File: config.mk
export PLATFORM = sky130hd
export DESIGN_NAME = lfu_page_replacement_core
export DESIGN_NICKNAME = d
export VERILOG_FILES = /design/src/hw/rtl/lfu_pkg.sv /design/src/hw/rtl/lfu_cell.sv /design/src/hw/rtl/lfu_page_replacement_core.sv
export SDC_FILE = /design/constraint.sdc
export NUM_CORES = 2
export LEC_CHECK = 0
export ABC_AREA = 0
export ABC_CLOCK_PERIOD_IN_PS = 5100
export BUFFER_PORTS_ARGS = -buffer_cell sky130_fd_sc_hd__buf_4
export CORE_ASPECT_RATIO = 0.5
export CORE_UTILIZATION = 40
export CTS_CLUSTER_SIZE = 20
export DETAILED_ROUTE_END_ITERATION = 6
export PLACE_DENSITY = 0.58
export SLEW_MARGIN = 15
export SYNTH_ARGS = -nofsm -noshare
export SYNTH_HDL_FRONTEND = slang
export SYNTH_SLANG_ARGS = --single-unit
File: constraint.sdc
create_clock -name i_clk -period 5.1 [get_ports i_clk]
set_input_delay 0.255 -clock i_clk [delete_from_list [all_inputs] [get_ports i_clk]]
set_output_delay 0.255 -clock i_clk [all_outputs]
set_load 0.05 [all_outputs]
File: src/hw/rtl/lfu_pkg.sv
// ----------------------------------------------------------------------------
// LFU replacement package
// Sizes, cell commands, wave record and controller states shared by the core.
// ----------------------------------------------------------------------------
package lfu_pkg;

    localparam int CAPACITY   = 16;
    localparam int COUNT_BITS = 16;
    localparam int PAGE_W     = 31;
    localparam int LIMIT_W    = 5;
    localparam int FAULT_W    = 32;
    localparam int RES_W      = 5;
    localparam int CNT_W      = COUNT_BITS;
    localparam int IDX_W      = (CAPACITY > 1) ? $clog2(CAPACITY) : 1;
    localparam int OCC_W      = $clog2(CAPACITY + 1);
    localparam int CMP_W      = (OCC_W > LIMIT_W) ? OCC_W : LIMIT_W;
    localparam logic [LIMIT_W-1:0] LIMIT_RESET = LIMIT_W'(16);

    typedef enum logic [1:0] {
        CELL_HOLD,
        CELL_INC,
        CELL_LOAD,
        CELL_SHIFT
    } t_cell_cmd;

    typedef struct packed {
        t_cell_cmd cmd;
        logic      active;
        logic      first;
    } t_cell_ctl;

    // Running minimum handed from the oldest cell toward the newest.
    typedef struct packed {
        logic [CNT_W-1:0]  cnt;
        logic [IDX_W-1:0]  idx;
        logic [PAGE_W-1:0] tag;
    } t_wave;

    typedef enum logic [1:0] {
        S_IDLE,
        S_LOOK,
        S_SCAN,
        S_EVICT
    } t_state;

endpackage

File: src/hw/rtl/lfu_cell.sv
// ----------------------------------------------------------------------------
// LFU slot cell
// Holds one resident page and its use count, compares it with the request,
// and passes the running minimum count to the next newer slot every cycle.
// ----------------------------------------------------------------------------
module lfu_cell (
    input  logic                      i_clk,
    input  lfu_pkg::t_cell_ctl        i_ctl,
    input  logic [lfu_pkg::IDX_W-1:0] i_index,
    input  logic [lfu_pkg::PAGE_W-1:0] i_page,
    input  logic [lfu_pkg::PAGE_W-1:0] i_next_tag,
    input  logic [lfu_pkg::CNT_W-1:0] i_next_cnt,
    input  lfu_pkg::t_wave            i_wave,
    output logic [lfu_pkg::PAGE_W-1:0] o_tag,
    output logic [lfu_pkg::CNT_W-1:0] o_cnt,
    output logic                      o_match,
    output lfu_pkg::t_wave            o_wave
);
    import lfu_pkg::*;

    logic [PAGE_W-1:0] r_tag, n_tag;
    logic [CNT_W-1:0]  r_cnt, n_cnt;
    t_wave             r_wave, n_wave;

    always_comb begin
        n_tag = r_tag;
        n_cnt = r_cnt;
        case (i_ctl.cmd)
            CELL_HOLD: begin
                n_tag = r_tag;
            end
            CELL_INC: begin
                if (r_cnt != {CNT_W{1'b1}}) begin
                    n_cnt = r_cnt + CNT_W'(1);
                end
            end
            CELL_LOAD: begin
                n_tag = i_page;
                n_cnt = CNT_W'(1);
            end
            CELL_SHIFT: begin
                n_tag = i_next_tag;
                n_cnt = i_next_cnt;
            end
            default: begin
                n_tag = r_tag;
            end
        endcase
    end

    // Strict less-than keeps the older slot on equal counts.
    always_comb begin
        n_wave = i_wave;
        if (i_ctl.active && (i_ctl.first || (r_cnt < i_wave.cnt))) begin
            n_wave.cnt = r_cnt;
            n_wave.idx = i_index;
            n_wave.tag = r_tag;
        end
    end

    always_ff @(posedge i_clk) begin
        r_tag  <= n_tag;
        r_cnt  <= n_cnt;
        r_wave <= n_wave;
    end

    assign o_tag   = r_tag;
    assign o_cnt   = r_cnt;
    assign o_match = i_ctl.active && (r_tag == i_page);
    assign o_wave  = r_wave;

endmodule

File: src/hw/rtl/lfu_page_replacement_core.sv
// ----------------------------------------------------------------------------
// LFU page replacement core
// Looks up page requests in a row of slot cells and keeps least frequently
// used replacement with oldest-first tie breaking.
// ----------------------------------------------------------------------------
// Usage:
//   A request transfers at a rising edge with start high and busy low; i_page
//   carries the page number. Exactly one result follows, shown on the o_ ports
//   for one cycle while o_valid is high. The receiver cannot stall, so results
//   must be taken as they appear.
//   Hits and misses that find a free frame keep busy high only in S_LOOK; the
//   result strobes as busy falls, and no new request is taken before then. A
//   miss that must evict keeps busy high through S_LOOK, S_SCAN and S_EVICT:
//   the minimum count travels through the cell row one slot per cycle, and
//   the controller waits for it to leave the newest slot. The user must write
//   the frame limit through i_cfg_we and i_cfg_wdata only while idle; the core
//   itself does not enforce this. Reset empties the cache, clears the fault
//   total and sets the frame limit to 16. Page tags and counts are not
//   cleared; only slots below the occupancy are ever looked at.
module lfu_page_replacement_core (
    input  logic                         i_clk,
    input  logic                         i_rst_n,
    input  logic                         start,
    output logic                         busy,
    input  logic [lfu_pkg::PAGE_W-1:0]   i_page,
    input  logic                         i_cfg_we,
    input  logic [lfu_pkg::LIMIT_W-1:0]  i_cfg_wdata,
    output logic                         o_valid,
    output logic                         o_hit,
    output logic                         o_evicted_valid,
    output logic [lfu_pkg::PAGE_W-1:0]   o_evicted_page,
    output logic [lfu_pkg::FAULT_W-1:0]  o_fault_total,
    output logic [lfu_pkg::RES_W-1:0]    o_resident_count
);
    import lfu_pkg::*;

    t_state              r_state, n_state;
    logic [OCC_W-1:0]    r_occ, n_occ;
    logic [FAULT_W-1:0]  r_faults, n_faults;
    logic [LIMIT_W-1:0]  r_limit;
    logic [IDX_W-1:0]    r_scan, n_scan;
    logic                r_valid, n_valid;
    logic [PAGE_W-1:0]   r_page;
    logic                r_hit, n_hit;
    logic                r_ev_valid, n_ev_valid;
    logic [PAGE_W-1:0]   r_ev_page, n_ev_page;

    t_cell_ctl           ctl      [CAPACITY];
    logic [PAGE_W-1:0]   tags     [CAPACITY];
    logic [CNT_W-1:0]    cnts     [CAPACITY];
    logic [PAGE_W-1:0]   next_tag [CAPACITY];
    logic [CNT_W-1:0]    next_cnt [CAPACITY];
    t_wave               wave_in  [CAPACITY];
    t_wave               wave_out [CAPACITY];
    logic [CAPACITY-1:0] match;

    logic [CMP_W-1:0]    eff_limit;
    logic                need_evict;
    logic [FAULT_W-1:0]  faults_inc;
    logic                accept;
    t_wave               victim;

    genvar g;
    generate
        for (g = 0; g < CAPACITY; g++) begin : g_cell
            if (g == 0) begin : g_head
                assign wave_in[g] = '0;
            end else begin : g_link
                assign wave_in[g] = wave_out[g-1];
            end
            if (g == CAPACITY - 1) begin : g_tail
                assign next_tag[g] = '0;
                assign next_cnt[g] = '0;
            end else begin : g_body
                assign next_tag[g] = tags[g+1];
                assign next_cnt[g] = cnts[g+1];
            end
            lfu_cell u_cell (
                .i_clk      (i_clk),
                .i_ctl      (ctl[g]),
                .i_index    (IDX_W'(g)),
                .i_page     (r_page),
                .i_next_tag (next_tag[g]),
                .i_next_cnt (next_cnt[g]),
                .i_wave     (wave_in[g]),
                .o_tag      (tags[g]),
                .o_cnt      (cnts[g]),
                .o_match    (match[g]),
                .o_wave     (wave_out[g])
            );
        end
    endgenerate

    assign victim = wave_out[CAPACITY-1];
    assign accept = start && (r_state == S_IDLE);
    assign busy   = (r_state != S_IDLE);

    always_comb begin
        eff_limit = CMP_W'(r_limit);
        if (r_limit == '0) begin
            eff_limit = CMP_W'(1);
        end else if (CMP_W'(r_limit) > CMP_W'(CAPACITY)) begin
            eff_limit = CMP_W'(CAPACITY);
        end
        need_evict = (CMP_W'(r_occ) >= eff_limit);
        faults_inc = (r_faults == {FAULT_W{1'b1}}) ? r_faults : (r_faults + FAULT_W'(1));
    end

    always_comb begin
        n_state    = r_state;
        n_occ      = r_occ;
        n_faults   = r_faults;
        n_scan     = r_scan;
        n_valid    = 1'b0;
        n_hit      = r_hit;
        n_ev_valid = r_ev_valid;
        n_ev_page  = r_ev_page;
        for (int i = 0; i < CAPACITY; i++) begin
            ctl[i].cmd    = CELL_HOLD;
            ctl[i].active = (OCC_W'(i) < r_occ);
            ctl[i].first  = (i == 0);
        end
        case (r_state)
            S_IDLE: begin
                if (accept) begin
                    n_state = S_LOOK;
                end
            end
            S_LOOK: begin
                if (|match) begin
                    for (int i = 0; i < CAPACITY; i++) begin
                        if (match[i]) begin
                            ctl[i].cmd = CELL_INC;
                        end
                    end
                    n_hit      = 1'b1;
                    n_ev_valid = 1'b0;
                    n_ev_page  = '0;
                    n_valid    = 1'b1;
                    n_state    = S_IDLE;
                end else if (!need_evict) begin
                    for (int i = 0; i < CAPACITY; i++) begin
                        if (OCC_W'(i) == r_occ) begin
                            ctl[i].cmd = CELL_LOAD;
                        end
                    end
                    n_occ      = r_occ + OCC_W'(1);
                    n_faults   = faults_inc;
                    n_hit      = 1'b0;
                    n_ev_valid = 1'b0;
                    n_ev_page  = '0;
                    n_valid    = 1'b1;
                    n_state    = S_IDLE;
                end else begin
                    n_scan  = '0;
                    n_state = S_SCAN;
                end
            end
            S_SCAN: begin
                if (r_scan == IDX_W'(CAPACITY - 1)) begin
                    n_state = S_EVICT;
                end else begin
                    n_scan = r_scan + IDX_W'(1);
                end
            end
            S_EVICT: begin
                // Slots above the victim move one place older; the new page
                // takes the newest slot, so occupancy stays the same.
                for (int i = 0; i < CAPACITY; i++) begin
                    if (OCC_W'(i) == r_occ - OCC_W'(1)) begin
                        ctl[i].cmd = CELL_LOAD;
                    end else if ((IDX_W'(i) >= victim.idx) && (OCC_W'(i) < r_occ)) begin
                        ctl[i].cmd = CELL_SHIFT;
                    end
                end
                n_faults   = faults_inc;
                n_hit      = 1'b0;
                n_ev_valid = 1'b1;
                n_ev_page  = victim.tag;
                n_valid    = 1'b1;
                n_state    = S_IDLE;
            end
            default: begin
                n_state = S_IDLE;
            end
        endcase
    end

    always_ff @(posedge i_clk) begin
        if (!i_rst_n) begin
            r_state  <= S_IDLE;
            r_occ    <= '0;
            r_faults <= '0;
            r_limit  <= LIMIT_RESET;
            r_scan   <= '0;
            r_valid  <= 1'b0;
        end else begin
            r_state  <= n_state;
            r_occ    <= n_occ;
            r_faults <= n_faults;
            r_scan   <= n_scan;
            r_valid  <= n_valid;
            if (i_cfg_we) begin
                r_limit <= i_cfg_wdata;
            end
        end
    end

    always_ff @(posedge i_clk) begin
        if (accept) begin
            r_page <= i_page;
        end
        r_hit      <= n_hit;
        r_ev_valid <= n_ev_valid;
        r_ev_page  <= n_ev_page;
    end

    assign o_valid          = r_valid;
    assign o_hit            = r_hit;
    assign o_evicted_valid  = r_ev_valid;
    assign o_evicted_page   = r_ev_page;
    assign o_fault_total    = r_faults;
    assign o_resident_count = RES_W'(r_occ);

endmodule

==> out/results.ini <==
[pwr]
p_sw_mw=6.84
p_comb_frac=0.074
pwr-share-seq=0.499
switching_share=0.232
internal-power_mw=22.7
leakage_nw=32.9
pwr_density_cell_nw_per_um2=331
clock_power_share=0.428
ir_drop_mv=0.249

[critical_path]
crit_type=register to register
cp_data_required_time_ns=5.64
end_kind=register
path_delay_family=simple AND/OR/NAND/NOR gates
cp_slowest_cell=edfxtp_1
cp_cell_sequence=buf_4 -> xor2_1 -> nor4_1 -> nand4_1 -> nor4_1 -> buf_4 -> or4_4 -> nor4_4 -> buf_4 -> nand4_1 -> a21oi_4 -> buf_12 -> o21ai_0
critPathBufInv=4
cp_slowest_stage_delay_ns=0.85
path_max_fanout=47
cp.arrival_ns=5.45
start_kind=register
crit_top_cell=buf_4

[layout]
final_cell_mix=mux2_2 (1055), dfxtp_1 (832), edfxtp_1 (816)
area_delta_synth_final_pct=13.9
drive_gt1_frac=0.246
post-route-util=0.460
final_common_cell=mux2_2
fin_nets=7256

[detailed_routing]
detailedRoute.firstPassIterationCount=7
ant_nets=0
wl_per_cell_um=24.1
drt_wl_total_um=234000
drc=10
via_per_inst=5.37
dr_total_vias=52100
dr.first_iter.drc_count=5261

[floorplan]
ios=112
fp.dieH_um=315
coreArea_um2=194000
die-area_um2=198000
start_util=0.404
rows=114
die_w_um=628

[synthesis]
yosysSeqAreaShare=0.526
synth.ff_latch_count=1650
synth_async_sr_flop_share=0
synth-edff-count=816
postSynthCellCount=6765
ys_types=89
syn-num-nets=7059
ys.flop_type=dfxtp_1
syn_area_um2=78300
ys_warn_count=0
synth_top_cell_by_area=edfxtp_1
synthTopCellsByArea=edfxtp_1 (31%), dfxtp_1 (21%), mux2_2 (15%), xnor2_1 (4.4%), ha_1 (4.1%)
postSynthAreaPerCell_um2=11.6
synth.top_cell.area_share=0.313

[outcome]
violations=DRC
status=complete, but fails checks

[clock_network]
cts_tree=yes
clock_sinks=1650
cts_buffers=166
cts_buffer_depth=4
clkTransAtPathRegs_ns=0.07
h-tree-depth=4
postCtsSetupRepairBufs=0
root_buffer=clkbuf_16
clk_latency_ns=0.84

[timing]
whs_ns=0.158
finalSetupViolations=0
slew_headroom=0.217
tns_ns=0
final.period_utilization=0.962
clock-skew-final_ns=0.0507
hold_viol=0
drv_slew=0
rsz0062_at_grt=no
min_period_ns=4.91
tightestPinTransition_ns=1.16
fmax_ghz=0.204

[global_routing]
grt_pass1_vias=50100
grt_pass1_wl_um=343000
antenna_found_initial=3
track_usage=0.231
overflow=0
grt_max_degree=52

[placed_design]
place_congestion=0.997
numPortBuffers=111
place_hpwl_um=173000

[hold_path]
hp-class=input pin to register

[run]
maxCapViolCount=0

## per-stage QoR
step                power (mW)  cell area [µm²]  std cells  setup WS [ns]
CTS                       29.7            89200       9698          0.405
global placement          17.1            83300       9358          0.454
floorplan                 16.3            78300       6765          0.627
global route              30.5            89200       9699          0.141
finish                    29.5            89200       9701          0.194
detailed placement        17.1            83300       9358          0.411
## final cells by class
cell class	count	area, µm²
tap	2610	3270
fill	17600	105000
clock buffer	231	4770
sequential	1650	41200
timing repair buffer	385	3320
multi-input combinational	4465	34800
clock inverter	64	707
inverter	294	1100
antenna	2	5.00
## logic make-up after synthesis
| kind of cell | Yosys count | share of synthesized area |
|---|---|---|
| flops | 1650 | 0.526 |
| fa+ha+maj | 254 | 0.0406 |
| xor+xnor | 722 | 0.0807 |
| compound gates | 617 | 0.0503 |
| buf+inv | 650 | 0.0335 |
| mux | 1082 | 0.155 |
| simple gates | 1790 | 0.114 |
## worst reg2reg max path, cell delays in order, from the launching register on
cell,delay (ns)
edfxtp_1,0.85
buf_4,0.26
xor2_1,0.23
nor4_1,0.10
nand4_1,0.13
nor4_1,0.11
buf_4,0.17
or4_4,0.57
nor4_4,0.80
buf_4,0.28
nand4_1,0.38
a21oi_4,0.31
buf_12,0.30
o21ai_0,0.16
## metal layers
layer | global-route usage | up-vias | routed length (µm)
met4 | 0.0524 | 2 | 5160
li1 | - | 24400 | -
met1 | 0.363 | 25500 | 117000
met5 | 0.00359 | - | 99
met3 | 0.0489 | 300 | 18400
met2 | 0.319 | 1821 | 92900
## registers in the layout, summed over array words and instances (netlist names), 4 cells and up, named ones only
register              count
r_limit                   5
o_fault_total            32
g_cell.u_cell.o_tag     496
r_page                   31
r_scan                    4
g_cell.u_cell.o_wave    785
g_cell.u_cell.o_cnt     256
o_evicted_page           31
o_resident_count          5
## synthesized netlist by cell type (152+ instances only)
cell type / n
clkbuf_1: 187
dfxtp_1: 834
edfxtp_1: 816
ha_1: 254
inv_1: 294
mux2_2: 1055
nand2_1: 736
nand4_1: 152
nor2_1: 181
o21ai_0: 216
xnor2_1: 396
xor2_1: 326
## power by group through the flow
| stage | clock, mW | sequential, mW | combinational [mW] |
|---|---|---|---|
| 2_1_floorplan | 0 | 14.9 | 1.41 |
| 3_3_place_gp | 0 | 15.0 | 2.09 |
| 3_5_place_dp | 0 | 15.0 | 2.08 |
| 4_1_cts | 12.8 | 14.7 | 2.14 |
| 5_1_grt | 13.4 | 14.8 | 2.33 |
| 6_report | 12.6 | 14.7 | 2.17 |
## path summary, 6_finish.rpt
check / start / end / slack [ns] / depth (start not counted)
worst max-delay path: r_page[1] / g_cell[2].u_cell.o_cnt[6] / 0.19 / 13
worst min-delay path: i_page[5] / r_page[5] / 0.16 / 2
worst max register to register: r_page[1] / g_cell[2].u_cell.o_cnt[6] / 0.19 / 13
worst min register to register: g_cell[2].u_cell.o_wave[32] / g_cell[3].u_cell.o_wave[32] / 0.41 / 1
## what timing repair did
action | CTS | global route
setup endpoints to repair | 0 | 0
endpoints found under the hold margin | 61 | 0
resized for setup | 0 | 0
hold buffers | 45 | 0
No activity file was read; power rests on OpenSTA's default activity.
